--- src/rtl/leb_pkg.sv ---
// Shared types and constants for the line edit buffer.
package leb_pkg;

    localparam int KEY_W  = 8;
    localparam int KIND_W = 2;
    localparam int POS_W  = 7;
    localparam int CHAR_W = 7;

    localparam logic [KEY_W-1:0] KEY_LF         = 8'd10;
    localparam logic [KEY_W-1:0] KEY_CR         = 8'd13;
    localparam logic [KEY_W-1:0] KEY_ESC        = 8'd27;
    localparam logic [KEY_W-1:0] KEY_BS         = 8'd127;
    localparam logic [KEY_W-1:0] KEY_LBRACKET   = 8'h5B;
    localparam logic [KEY_W-1:0] KEY_LEFT       = 8'h44;
    localparam logic [KEY_W-1:0] KEY_RIGHT      = 8'h43;
    localparam logic [KEY_W-1:0] KEY_HOME       = 8'h48;
    localparam logic [KEY_W-1:0] KEY_END        = 8'h46;
    localparam logic [KEY_W-1:0] KEY_DEL3       = 8'h33;
    localparam logic [KEY_W-1:0] KEY_FIRST_PRINT = 8'd32;
    localparam logic [KEY_W-1:0] KEY_LAST_PRINT  = 8'd126;

    localparam logic [CHAR_W-1:0] SPACE_CH = 7'd32;

    localparam logic [KIND_W-1:0] KIND_CURSOR = 2'd0;
    localparam logic [KIND_W-1:0] KIND_CHAR   = 2'd1;
    localparam logic [KIND_W-1:0] KIND_EMPTY  = 2'd2;

    typedef enum logic [3:0] {
        OP_NONE,
        OP_LEFT,
        OP_RIGHT,
        OP_HOME,
        OP_END,
        OP_DEL,
        OP_BS,
        OP_PUT,
        OP_ENTER
    } t_op;

    typedef struct packed {
        t_op               op;
        logic [CHAR_W-1:0] ch;
    } t_req;

endpackage

--- src/rtl/leb_front.sv ---
// Front end: escape sequence parser that turns key bytes into edit requests.
module leb_front (
    input  logic                  i_clk,
    input  logic                  i_rst_n,
    input  logic                  i_key_valid,
    output logic                  o_key_ready,
    input  logic [leb_pkg::KEY_W-1:0] i_key_byte,
    output logic                  o_req_valid,
    input  logic                  i_req_ready,
    output leb_pkg::t_req         o_req
);
    import leb_pkg::*;

    typedef enum logic [1:0] {
        PH_IDLE,
        PH_ESC,
        PH_CSI,
        PH_DEL
    } t_phase;

    t_phase r_phase, n_phase;
    logic   push;
    t_op    op;

    assign o_key_ready = i_req_ready;

    always_comb begin
        n_phase = r_phase;
        push    = 1'b1;
        op      = OP_NONE;
        case (r_phase)
            PH_IDLE: begin
                if (i_key_byte == KEY_ESC) begin
                    n_phase = PH_ESC;
                    push    = 1'b0;
                end else if (i_key_byte == KEY_CR || i_key_byte == KEY_LF) begin
                    op = OP_ENTER;
                end else if (i_key_byte == KEY_BS) begin
                    op = OP_BS;
                end else if (i_key_byte inside {[KEY_FIRST_PRINT:KEY_LAST_PRINT]}) begin
                    op = OP_PUT;
                end
            end
            PH_ESC: begin
                if (i_key_byte == KEY_LBRACKET) begin
                    n_phase = PH_CSI;
                    push    = 1'b0;
                end else begin
                    n_phase = PH_IDLE;
                end
            end
            PH_CSI: begin
                n_phase = PH_IDLE;
                case (i_key_byte)
                    KEY_LEFT:  op = OP_LEFT;
                    KEY_RIGHT: op = OP_RIGHT;
                    KEY_HOME:  op = OP_HOME;
                    KEY_END:   op = OP_END;
                    KEY_DEL3: begin
                        n_phase = PH_DEL;
                        push    = 1'b0;
                    end
                    default:   op = OP_NONE;
                endcase
            end
            PH_DEL: begin
                // any byte completes ESC [ 3
                n_phase = PH_IDLE;
                op      = OP_DEL;
            end
            default: n_phase = PH_IDLE;
        endcase
    end

    assign o_req_valid = i_key_valid && push;
    assign o_req.op    = op;
    assign o_req.ch    = i_key_byte[CHAR_W-1:0];

    always_ff @(posedge i_clk) begin
        if (!i_rst_n) begin
            r_phase <= PH_IDLE;
        end else if (i_key_valid && i_req_ready) begin
            r_phase <= n_phase;
        end
    end

endmodule

--- src/rtl/leb_queue.sv ---
// Two-entry request queue between the parser and the editor.
module leb_queue (
    input  logic          i_clk,
    input  logic          i_rst_n,
    input  logic          i_push_valid,
    output logic          o_push_ready,
    input  leb_pkg::t_req i_push_data,
    output logic          o_pop_valid,
    input  logic          i_pop_ready,
    output leb_pkg::t_req o_pop_data
);
    import leb_pkg::*;

    t_req       r_mem [2];
    logic       r_wr, r_rd;
    logic [1:0] r_count;
    logic       push, pop;

    assign o_push_ready = (r_count != 2'd2);
    assign o_pop_valid  = (r_count != 2'd0);
    assign o_pop_data   = r_mem[r_rd];
    assign push         = i_push_valid && o_push_ready;
    assign pop          = o_pop_valid && i_pop_ready;

    always_ff @(posedge i_clk) begin
        if (push) begin
            r_mem[r_wr] <= i_push_data;
        end
    end

    always_ff @(posedge i_clk) begin
        if (!i_rst_n) begin
            r_wr    <= 1'b0;
            r_rd    <= 1'b0;
            r_count <= 2'd0;
        end else begin
            if (push) r_wr <= ~r_wr;
            if (pop)  r_rd <= ~r_rd;
            r_count <= r_count + {1'b0, push} - {1'b0, pop};
        end
    end

endmodule

--- src/rtl/leb_trim.sv ---
// Registered tree that finds the used length of the line (last non-space + 1).
module leb_trim #(
    parameter int LINE_WIDTH = 64
) (
    input  logic                                i_clk,
    input  logic [LINE_WIDTH-1:0]               i_nonspace,
    output logic [$clog2(LINE_WIDTH+1)-1:0]     o_used
);
    import leb_pkg::*;

    localparam int UW    = $clog2(LINE_WIDTH + 1);
    localparam int IDX_W = $clog2(LINE_WIDTH);
    localparam int NC    = (LINE_WIDTH + 7) / 8;
    localparam int NG    = (NC + 7) / 8;

    logic             r_l1_any [NC];
    logic [IDX_W-1:0] r_l1_idx [NC];
    logic             n_l1_any [NC];
    logic [IDX_W-1:0] n_l1_idx [NC];
    logic             r_l2_any [NG];
    logic [IDX_W-1:0] r_l2_idx [NG];
    logic             n_l2_any [NG];
    logic [IDX_W-1:0] n_l2_idx [NG];
    logic             l3_any;
    logic [IDX_W-1:0] l3_idx;
    logic [UW-1:0]    r_used;

    // later hits overwrite earlier ones, so the highest index wins
    always_comb begin
        for (int k = 0; k < NC; k++) begin
            n_l1_any[k] = 1'b0;
            n_l1_idx[k] = '0;
            for (int j = 0; j < 8; j++) begin
                if (k * 8 + j < LINE_WIDTH) begin
                    if (i_nonspace[k * 8 + j]) begin
                        n_l1_any[k] = 1'b1;
                        n_l1_idx[k] = IDX_W'(k * 8 + j);
                    end
                end
            end
        end
        for (int g = 0; g < NG; g++) begin
            n_l2_any[g] = 1'b0;
            n_l2_idx[g] = '0;
            for (int j = 0; j < 8; j++) begin
                if (g * 8 + j < NC) begin
                    if (r_l1_any[g * 8 + j]) begin
                        n_l2_any[g] = 1'b1;
                        n_l2_idx[g] = r_l1_idx[g * 8 + j];
                    end
                end
            end
        end
        l3_any = 1'b0;
        l3_idx = '0;
        for (int g = 0; g < NG; g++) begin
            if (r_l2_any[g]) begin
                l3_any = 1'b1;
                l3_idx = r_l2_idx[g];
            end
        end
    end

    always_ff @(posedge i_clk) begin
        for (int k = 0; k < NC; k++) begin
            r_l1_any[k] <= n_l1_any[k];
            r_l1_idx[k] <= n_l1_idx[k];
        end
        for (int g = 0; g < NG; g++) begin
            r_l2_any[g] <= n_l2_any[g];
            r_l2_idx[g] <= n_l2_idx[g];
        end
        r_used <= l3_any ? (UW'(l3_idx) + UW'(1)) : '0;
    end

    assign o_used = r_used;

endmodule

--- src/rtl/leb_back.sv ---
// Back end: line store, cursor, edit execution and result output register.
module leb_back #(
    parameter int LINE_WIDTH = 64
) (
    input  logic                        i_clk,
    input  logic                        i_rst_n,
    input  logic                        i_req_valid,
    output logic                        o_req_ready,
    input  leb_pkg::t_req               i_req,
    output logic                        o_res_valid,
    input  logic                        i_res_ready,
    output logic [leb_pkg::KIND_W-1:0]  o_result_kind,
    output logic [leb_pkg::POS_W-1:0]   o_cursor_pos,
    output logic [leb_pkg::CHAR_W-1:0]  o_line_char,
    output logic                        o_last_of_run
);
    import leb_pkg::*;

    localparam int CUR_W = $clog2(LINE_WIDTH + 1);
    // settle count lets the trim tree's l1, l2 and used registers reflect the last store change
    localparam logic [1:0] SETTLE_CYC = 2'd3;

    typedef enum logic [1:0] {
        S_RUN,
        S_SETTLE,
        S_EMIT
    } t_state;

    t_state            r_state, n_state;
    logic [1:0]        r_cnt, n_cnt;
    logic              r_pend_enter, n_pend_enter;
    logic [CUR_W-1:0]  r_cursor, n_cursor;
    logic [CUR_W-1:0]  r_remain, n_remain;
    logic [CHAR_W-1:0] r_line [LINE_WIDTH];
    logic [CHAR_W-1:0] n_line [LINE_WIDTH];

    logic              r_out_valid, n_out_valid;
    logic [KIND_W-1:0] r_kind, n_kind;
    logic [POS_W-1:0]  r_pos, n_pos;
    logic [CHAR_W-1:0] r_char, n_char;
    logic              r_last, n_last;

    logic                  out_free;
    logic                  del_en;
    logic [CUR_W-1:0]      del_pos;
    logic                  put_en;
    logic [LINE_WIDTH-1:0] nonspace;
    logic [CUR_W-1:0]      used;

    assign out_free    = !r_out_valid || i_res_ready;
    assign o_req_ready = (r_state == S_RUN) && out_free;

    always_comb begin
        for (int i = 0; i < LINE_WIDTH; i++) begin
            nonspace[i] = (r_line[i] != SPACE_CH);
        end
    end

    leb_trim #(
        .LINE_WIDTH (LINE_WIDTH)
    ) u_trim (
        .i_clk      (i_clk),
        .i_nonspace (nonspace),
        .o_used     (used)
    );

    always_comb begin
        n_state      = r_state;
        n_cnt        = r_cnt;
        n_pend_enter = r_pend_enter;
        n_cursor     = r_cursor;
        n_remain     = r_remain;
        n_out_valid  = r_out_valid && !i_res_ready;
        n_kind       = r_kind;
        n_pos        = r_pos;
        n_char       = r_char;
        n_last       = r_last;
        del_en       = 1'b0;
        del_pos      = r_cursor;
        put_en       = 1'b0;

        case (r_state)
            S_RUN: begin
                if (i_req_valid && o_req_ready) begin
                    case (i_req.op)
                        OP_END, OP_ENTER: begin
                            n_state      = S_SETTLE;
                            n_cnt        = SETTLE_CYC;
                            n_pend_enter = (i_req.op == OP_ENTER);
                        end
                        default: begin
                            case (i_req.op)
                                OP_LEFT: begin
                                    if (r_cursor != '0) n_cursor = r_cursor - CUR_W'(1);
                                end
                                OP_RIGHT: begin
                                    if (r_cursor < CUR_W'(LINE_WIDTH - 1))
                                        n_cursor = r_cursor + CUR_W'(1);
                                end
                                OP_HOME: n_cursor = '0;
                                OP_DEL: begin
                                    del_en  = (r_cursor < CUR_W'(LINE_WIDTH));
                                    del_pos = r_cursor;
                                end
                                OP_BS: begin
                                    if (r_cursor != '0) begin
                                        del_en   = 1'b1;
                                        del_pos  = r_cursor - CUR_W'(1);
                                        n_cursor = r_cursor - CUR_W'(1);
                                    end
                                end
                                OP_PUT: begin
                                    if (r_cursor < CUR_W'(LINE_WIDTH)) begin
                                        put_en   = 1'b1;
                                        n_cursor = r_cursor + CUR_W'(1);
                                    end
                                end
                                default: ;
                            endcase
                            n_out_valid = 1'b1;
                            n_kind      = KIND_CURSOR;
                            n_pos       = POS_W'(n_cursor);
                            n_char      = '0;
                            n_last      = 1'b1;
                        end
                    endcase
                end
            end
            S_SETTLE: begin
                if (r_cnt != 2'd0) begin
                    n_cnt = r_cnt - 2'd1;
                end else if (r_pend_enter) begin
                    if (used == '0) begin
                        if (out_free) begin
                            n_out_valid = 1'b1;
                            n_kind      = KIND_EMPTY;
                            n_pos       = '0;
                            n_char      = '0;
                            n_last      = 1'b1;
                            n_cursor    = '0;
                            n_state     = S_RUN;
                        end
                    end else begin
                        n_remain = used;
                        n_cursor = '0;
                        n_state  = S_EMIT;
                    end
                end else if (out_free) begin
                    n_cursor    = (used >= CUR_W'(LINE_WIDTH)) ? CUR_W'(LINE_WIDTH - 1) : used;
                    n_out_valid = 1'b1;
                    n_kind      = KIND_CURSOR;
                    n_pos       = POS_W'(n_cursor);
                    n_char      = '0;
                    n_last      = 1'b1;
                    n_state     = S_RUN;
                end
            end
            S_EMIT: begin
                // shift the line out through cell 0; spaces fill in behind
                if (out_free) begin
                    n_out_valid = 1'b1;
                    n_kind      = KIND_CHAR;
                    n_pos       = '0;
                    n_char      = r_line[0];
                    n_last      = (r_remain == CUR_W'(1));
                    del_en      = 1'b1;
                    del_pos     = '0;
                    n_remain    = r_remain - CUR_W'(1);
                    if (r_remain == CUR_W'(1)) n_state = S_RUN;
                end
            end
            default: n_state = S_RUN;
        endcase
    end

    always_comb begin
        for (int i = 0; i < LINE_WIDTH; i++) begin
            n_line[i] = r_line[i];
            if (del_en && CUR_W'(i) >= del_pos) begin
                if (i == LINE_WIDTH - 1) n_line[i] = SPACE_CH;
                else                     n_line[i] = r_line[(i + 1) % LINE_WIDTH];
            end else if (put_en && CUR_W'(i) == r_cursor) begin
                n_line[i] = i_req.ch;
            end
        end
    end

    always_ff @(posedge i_clk) begin
        if (!i_rst_n) begin
            r_state      <= S_RUN;
            r_cnt        <= 2'd0;
            r_pend_enter <= 1'b0;
            r_cursor     <= '0;
            r_out_valid  <= 1'b0;
            for (int i = 0; i < LINE_WIDTH; i++) r_line[i] <= SPACE_CH;
        end else begin
            r_state      <= n_state;
            r_cnt        <= n_cnt;
            r_pend_enter <= n_pend_enter;
            r_cursor     <= n_cursor;
            r_out_valid  <= n_out_valid;
            for (int i = 0; i < LINE_WIDTH; i++) r_line[i] <= n_line[i];
        end
    end

    always_ff @(posedge i_clk) begin
        r_remain <= n_remain;
        r_kind   <= n_kind;
        r_pos    <= n_pos;
        r_char   <= n_char;
        r_last   <= n_last;
    end

    assign o_res_valid   = r_out_valid;
    assign o_result_kind = r_kind;
    assign o_cursor_pos  = r_pos;
    assign o_line_char   = r_char;
    assign o_last_of_run = r_last;

endmodule

--- src/rtl/line_edit_buffer.sv ---
// Line edit buffer: fixed-width single-line editor fed one key byte per request.
//
// Key channel (i_key_valid/o_key_ready/i_key_byte): one raw byte per request.
// A parser tracks ESC [ sequences and posts edit requests into a two-entry
// queue; it keeps taking bytes while the queue has room, so escape prefix
// bytes, which give no result, pass without taking a queue entry.
// Result channel (o_res_valid/i_res_ready): kind, cursor, character and a
// last-of-run flag, held in an output register.
// A cursor or edit key's result passes through the queue and the output
// register, and the editor retires one such key per cycle while the receiver
// takes each result. End (ESC [ F) and Enter first hold the editor in a settle
// state while the registered trailing-space search settles, then End gives
// its cursor result; Enter then streams the trimmed line one character per
// cycle while the receiver keeps up, or gives one empty result for an empty line.
// When the receiver stalls, the output register holds its result, the editor
// stops, and the key channel backs up once the queue is full.
// Reset clears the line to spaces, the cursor to 0 and the parser to idle.
module line_edit_buffer #(
    parameter int LINE_WIDTH = 64
) (
    input  logic                        i_clk,
    input  logic                        i_rst_n,
    input  logic                        i_key_valid,
    output logic                        o_key_ready,
    input  logic [leb_pkg::KEY_W-1:0]   i_key_byte,
    output logic                        o_res_valid,
    input  logic                        i_res_ready,
    output logic [leb_pkg::KIND_W-1:0]  o_result_kind,
    output logic [leb_pkg::POS_W-1:0]   o_cursor_pos,
    output logic [leb_pkg::CHAR_W-1:0]  o_line_char,
    output logic                        o_last_of_run
);
    import leb_pkg::*;

    logic fq_valid, fq_ready;
    t_req fq_req;
    logic qb_valid, qb_ready;
    t_req qb_req;

    leb_front u_front (
        .i_clk       (i_clk),
        .i_rst_n     (i_rst_n),
        .i_key_valid (i_key_valid),
        .o_key_ready (o_key_ready),
        .i_key_byte  (i_key_byte),
        .o_req_valid (fq_valid),
        .i_req_ready (fq_ready),
        .o_req       (fq_req)
    );

    leb_queue u_queue (
        .i_clk        (i_clk),
        .i_rst_n      (i_rst_n),
        .i_push_valid (fq_valid),
        .o_push_ready (fq_ready),
        .i_push_data  (fq_req),
        .o_pop_valid  (qb_valid),
        .i_pop_ready  (qb_ready),
        .o_pop_data   (qb_req)
    );

    leb_back #(
        .LINE_WIDTH (LINE_WIDTH)
    ) u_back (
        .i_clk         (i_clk),
        .i_rst_n       (i_rst_n),
        .i_req_valid   (qb_valid),
        .o_req_ready   (qb_ready),
        .i_req         (qb_req),
        .o_res_valid   (o_res_valid),
        .i_res_ready   (i_res_ready),
        .o_result_kind (o_result_kind),
        .o_cursor_pos  (o_cursor_pos),
        .o_line_char   (o_line_char),
        .o_last_of_run (o_last_of_run)
    );

endmodule

--- config.mk ---
export PLATFORM = sky130hd
export DESIGN_NAME = line_edit_buffer
export DESIGN_NICKNAME = d
export VERILOG_FILES = /design/src/rtl/leb_pkg.sv /design/src/rtl/leb_front.sv /design/src/rtl/leb_queue.sv /design/src/rtl/leb_trim.sv /design/src/rtl/leb_back.sv /design/src/rtl/line_edit_buffer.sv
export SDC_FILE = /design/constraint.sdc
export NUM_CORES = 2
export LEC_CHECK = 0
export BUFFER_PORTS_ARGS = -buffer_cell sky130_fd_sc_hd__buf_2
export CORE_UTILIZATION = 45
export DETAILED_ROUTE_END_ITERATION = 6
export PLACE_DENSITY_LB_ADDON = 0.1
export SLEW_MARGIN = 5
export SYNTH_ARGS = -nofsm -noshare
export SYNTH_HDL_FRONTEND = slang
export SYNTH_SLANG_ARGS = --single-unit
--- constraint.sdc ---
create_clock -name i_clk -period 6.2 [get_ports i_clk]
set_clock_uncertainty 0.15 [all_clocks]
set_input_delay 0.62 -clock i_clk [delete_from_list [all_inputs] [get_ports i_clk]]
set_output_delay 0.62 -clock i_clk [all_outputs]
set_load 0.02 [all_outputs]
==> summary.md <==
| Metric | Value |
|---|---|
| Cell family with most CP delay | `compound AO/OA/AOI/OAI gates` |
| Crit path depth | `11` |
| First-pass GRT wire length | `roughly 170000 µm` |
| Io pins | `31` |
| Final-report setup violation count | `0` |
| Vias in the first global route | `27.1k` |
| Worst slew pin tran | `around 1.3 ns` |
| Power consumption | `a little under 0.01 W` |
| Yosys reg bits | `567` |
| CP bufs+invs | `3` |
| Num CTS Buffers | `between 60 and 70` |
| Reg-to-reg setup timing slack | `roughly 1.4 ns` |
| Mean post-synth cell area | `about 8.0 µm²` |
| Share of cells above drive strength 1 | `9.46%` |
| Via count | `slightly below 30k` |
| Total track usage | `about a third` |
| Crit path kind | `reg2reg` |
| Setup repair bufs after CTS | `0` |
| Antenna violations before repair | `3` |
| H-tree levels | `3` |
| Sequential-to-total area share from yosys stat | `about two fifths` |
| Largest net degree at the start of global routing | `about 200` |
| Async set-reset flop share out of synthesis | `0%` |
| Clock share of power | `about two fifths` |
| Period utilisation layout | `between 70 and 80%` |
| Seq pwr share | `slightly above 40%` |
| Worst R2R Start | `u_back.r_cursor[0]` |
| Clock sink count | `~570` |
| Hold Path Depth | `1` |
| CTS max path bufs | `3` |
| Max-slew headroom | `~12%` |
| # hold bufs at CTS | `0` |
| GRT overflow | `0` |
| Fin. max-slew vios | `0` |
| Combinational power share | `20.3%` |
| Synth Instances | `between 3k and 4k` |
| Area leader, netlist | `dfxtp_1` |
| Syn Nets | `between 3k and 4k` |
| Placer Congestion | `~0.9` |
| CP peak stage delay | `about 0.76 ns` |
| Worst reg2reg path depth | `11` |
| Clock latency on the worst-skew pair | `roughly 0.63 ns` |
| Slowest-stage cell, CP | `a211o_2` |
| Avg WL per Cell | `24.3 µm` |
| Sw frac | `approximately a third` |
| Hold Crit Class | `in2reg` |
| Via density | `6.47` |
| Initial core utilization | `a little under half` |
| Max Clk Rate | `between 0.2 and 0.25 GHz` |
| Register area | `around 12000 µm²` |
| Peak supply drop | `0.197 mV` |
| Ant. Diodes | `0` |
| Core Rows | `93` |
| Post-detail-place hpwl | `roughly 70000 µm` |
| Reg-to-reg endpoint | `u_back.r_line[17][12]` |
| Int Pwr | `~0.0065 W` |
| First-pass DRT Iterations | `6` |
| Post-route DRC | `0` |
| Critical path required time | `around 6.5 ns` |
| Cells along the critical path | `inv_1, ha_1, nor3b_2, a22oi_1, o21ai_0, a211o_2, buf_4, nor2_2, buf_4, a221oi_1, o21ai_1` |
| Ys Warns | `0` |
| Final Hold Violating Endpoints | `0` |
| Fill cell count | `between 6k and 7k` |
| CTS root buf | `clkbuf_16` |
| Die area | `66900 µm²` |
| Leakage power | `approximately 11 nW` |
| Worst Hold End | `u_queue.r_mem[0][4]` |
| Leading post-synthesis cells by cell area | `dfxtp_1 35%, o21ai_0 8.3%, nand2_1 7.1%` |
| Setup crit start kind | `flop` |
| Multi-input gate area | `16600 µm²` |
| Post-synth EDFFs | `46` |
| Core Box Area | `64800 µm²` |
| Synth Cell Area | `roughly 30000 µm²` |
| Top cell by count, worst path | `buf_4` |
| Fin nets | `3600` |
| Period minus WS final | `just under 5 ns` |
| Die Width | `between 200 and 300 µm` |
| Clock transition at path regs | `approximately 0.060 ns` |
| Max-Cap Viols | `0` |
| CTS tree | `yes` |
| Synth Flop Type | `dfxtp_1` |
| Switching power | `0.00334 W` |
| Yosys top cell area share | `between 30% and 40%` |
| Post_cts resized | `0` |
| Pwr dens | `approximately 300 nW/µm²` |
| WL final | `around 110000 µm` |
| Crit Path Max Fanout | `between 50 and 60` |
| RSZ-0062 raised after global routing | `false` |
| Outcome | `completed` |
| IO buf count | `30` |
| Worst EP arrival | `about 5.2 ns` |
| Distinct cells, synth | `97` |
| Area growth from synthesis to layout | `8.86%` |
| Setup TNS | `0 ns` |
| Crit path capture type | `flop` |
| Hold path start | `i_key_byte[4]` |
| Post-DRT Antenna Nets | `0` |
| DIE HEIGHT | `259 µm` |
| Initial DRC count | `between 3k and 4k` |
==> worst register-to-register path, stage by stage, from the launching register on <==
cell	delay, ns
dfxtp_1	0.48
inv_1	0.19
ha_1	0.37
nor3b_2	0.59
a22oi_1	0.29
o21ai_0	0.44
a211o_2	0.76
buf_4	0.65
nor2_2	0.10
buf_4	0.26
a221oi_1	0.30
o21ai_1	0.10
==> cells in the mapped netlist, types with 37 or more instances <==
cell / instances
nand3_1: 233
nor2_1: 165
nand2_1: 562
edfxtp_1: 46
a221oi_1: 38
o211ai_1: 65
nor4_1: 37
o21ai_0: 494
nand4_1: 51
o2111ai_1: 92
buf_2: 53
a21oi_1: 301
clkbuf_1: 228
o221ai_1: 43
dfxtp_1: 521
nor3_1: 79
mux2i_1: 66
nand2b_1: 133
==> routing by layer <==
| metal | vias to the layer above | track usage [%] | part of all wire [%] |
|---|---|---|---|
| li1 | 13393 | - | - |
| met4 | 2 | 13.3 | 4.1 |
| met1 | 13947 | 42.8 | 43 |
| met3 | 261 | 6.49 | 8.9 |
| met2 | 1351 | 48.9 | 44 |
| met5 | - | 0 | 0.012 |
==> cells by family (layout without fill, tap and decap cells) <==
family	Yosys count	after routing	share of synthesized area [%]
AND/OR/NAND/NOR	1458	1458	24.6
AO/OA/AOI/OAI	1232	1232	26.1
flip-flops	567	567	39.8
buffers and inverters	341	230	4.83
multiplexers	99	99	3.48
XOR/XNOR	16	16	0.473
adder cells (fa/ha/maj)	15	15	0.633
==> area by class of cell <==
type / instances / area share, %
clock buffer: 90 / 5.71
multi-input combinational: 2820 / 51.4
timing repair buffer: 92 / 1.98
sequential: 567 / 36.6
inverter: 26 / 0.326
clock inverter: 22 / 0.659
tap: 855 / 3.32
==> power groups by stage <==
stage / clock [W] / combinational [W] / sequential, W
final: 0.00380 / 0.00200 / 0.00403
after CTS: 0.00384 / 0.00194 / 0.00403
after global placement: 0 / 0.00191 / 0.00410
after global routing: 0.00400 / 0.00207 / 0.00405
after floorplan: 0 / 0.00109 / 0.00409
after detailed placement: 0 / 0.00194 / 0.00411
==> state kept, by name, indices dropped and copies added, names as in the netlist, named ones only <==
register and count:
u_queue.r_wr 1, u_back.o_cursor_pos 7, u_back.u_trim.r_l1_idx 31, u_queue.r_count 2
u_back.r_remain 7, u_back.o_res_valid 1, u_back.u_trim.o_used 7, u_front.r_phase 2
u_queue.r_mem 22, u_back.o_result_kind 2, u_back.o_line_char 7, u_back.u_trim.r_l2_idx 6
u_back.r_pend_enter 1, u_back.u_trim.r_l2_any 1, u_back.r_cursor 7, u_back.r_cnt 2
u_back.o_last_of_run 1, u_back.u_trim.r_l1_any 8, u_back.r_line 448, u_back.r_state 2
u_queue.r_rd 1
==> stage by stage <==
step           utilization [%]  instances  hold slack, ns  setup WS, ns  instance area [µm²]
3_5_place_dp              46.6       4360           0.289          1.46                30200
6_report                  49.8       4472           0.118          1.35                32300
3_3_place_gp              46.6       4360           0.294          1.63                30200
5_1_grt                   49.8       4472           0.115          1.11                32300
2_1_floorplan                -       3728           0.256          2.81                29600
4_1_cts                   49.8       4472          0.0925          1.47                32300
==> cells in the final DEF (no fill, tap or decap), drive strengths merged, types with 42 or more instances in the layout <==
master   count
nand4       51
dfxtp      521
mux2i       66
buf         92
o221ai      43
nor4        42
nor3        85
nand2b     133
clkbuf      90
a21oi      304
nand3      233
nand2      563
o21ai      528
o2111ai     96
edfxtp      46
o211ai      65
nor2       168
==> worst max-delay path by stage <==
stage	startpoint	end
after floorplan	u_back.r_cursor[0]	u_back.r_line[14][12]
after detailed placement	u_back.r_cursor[0]	u_back.r_line[17][12]
after CTS	u_back.r_cursor[0]	u_back.r_line[17][12]
after global routing	u_back.r_cursor[0]	u_back.r_line[21][5]
final	u_back.r_cursor[0]	u_back.r_line[17][12]
after global placement	u_back.r_cursor[0]	u_back.r_line[23][5]
(Power assumes the default switching activity.)
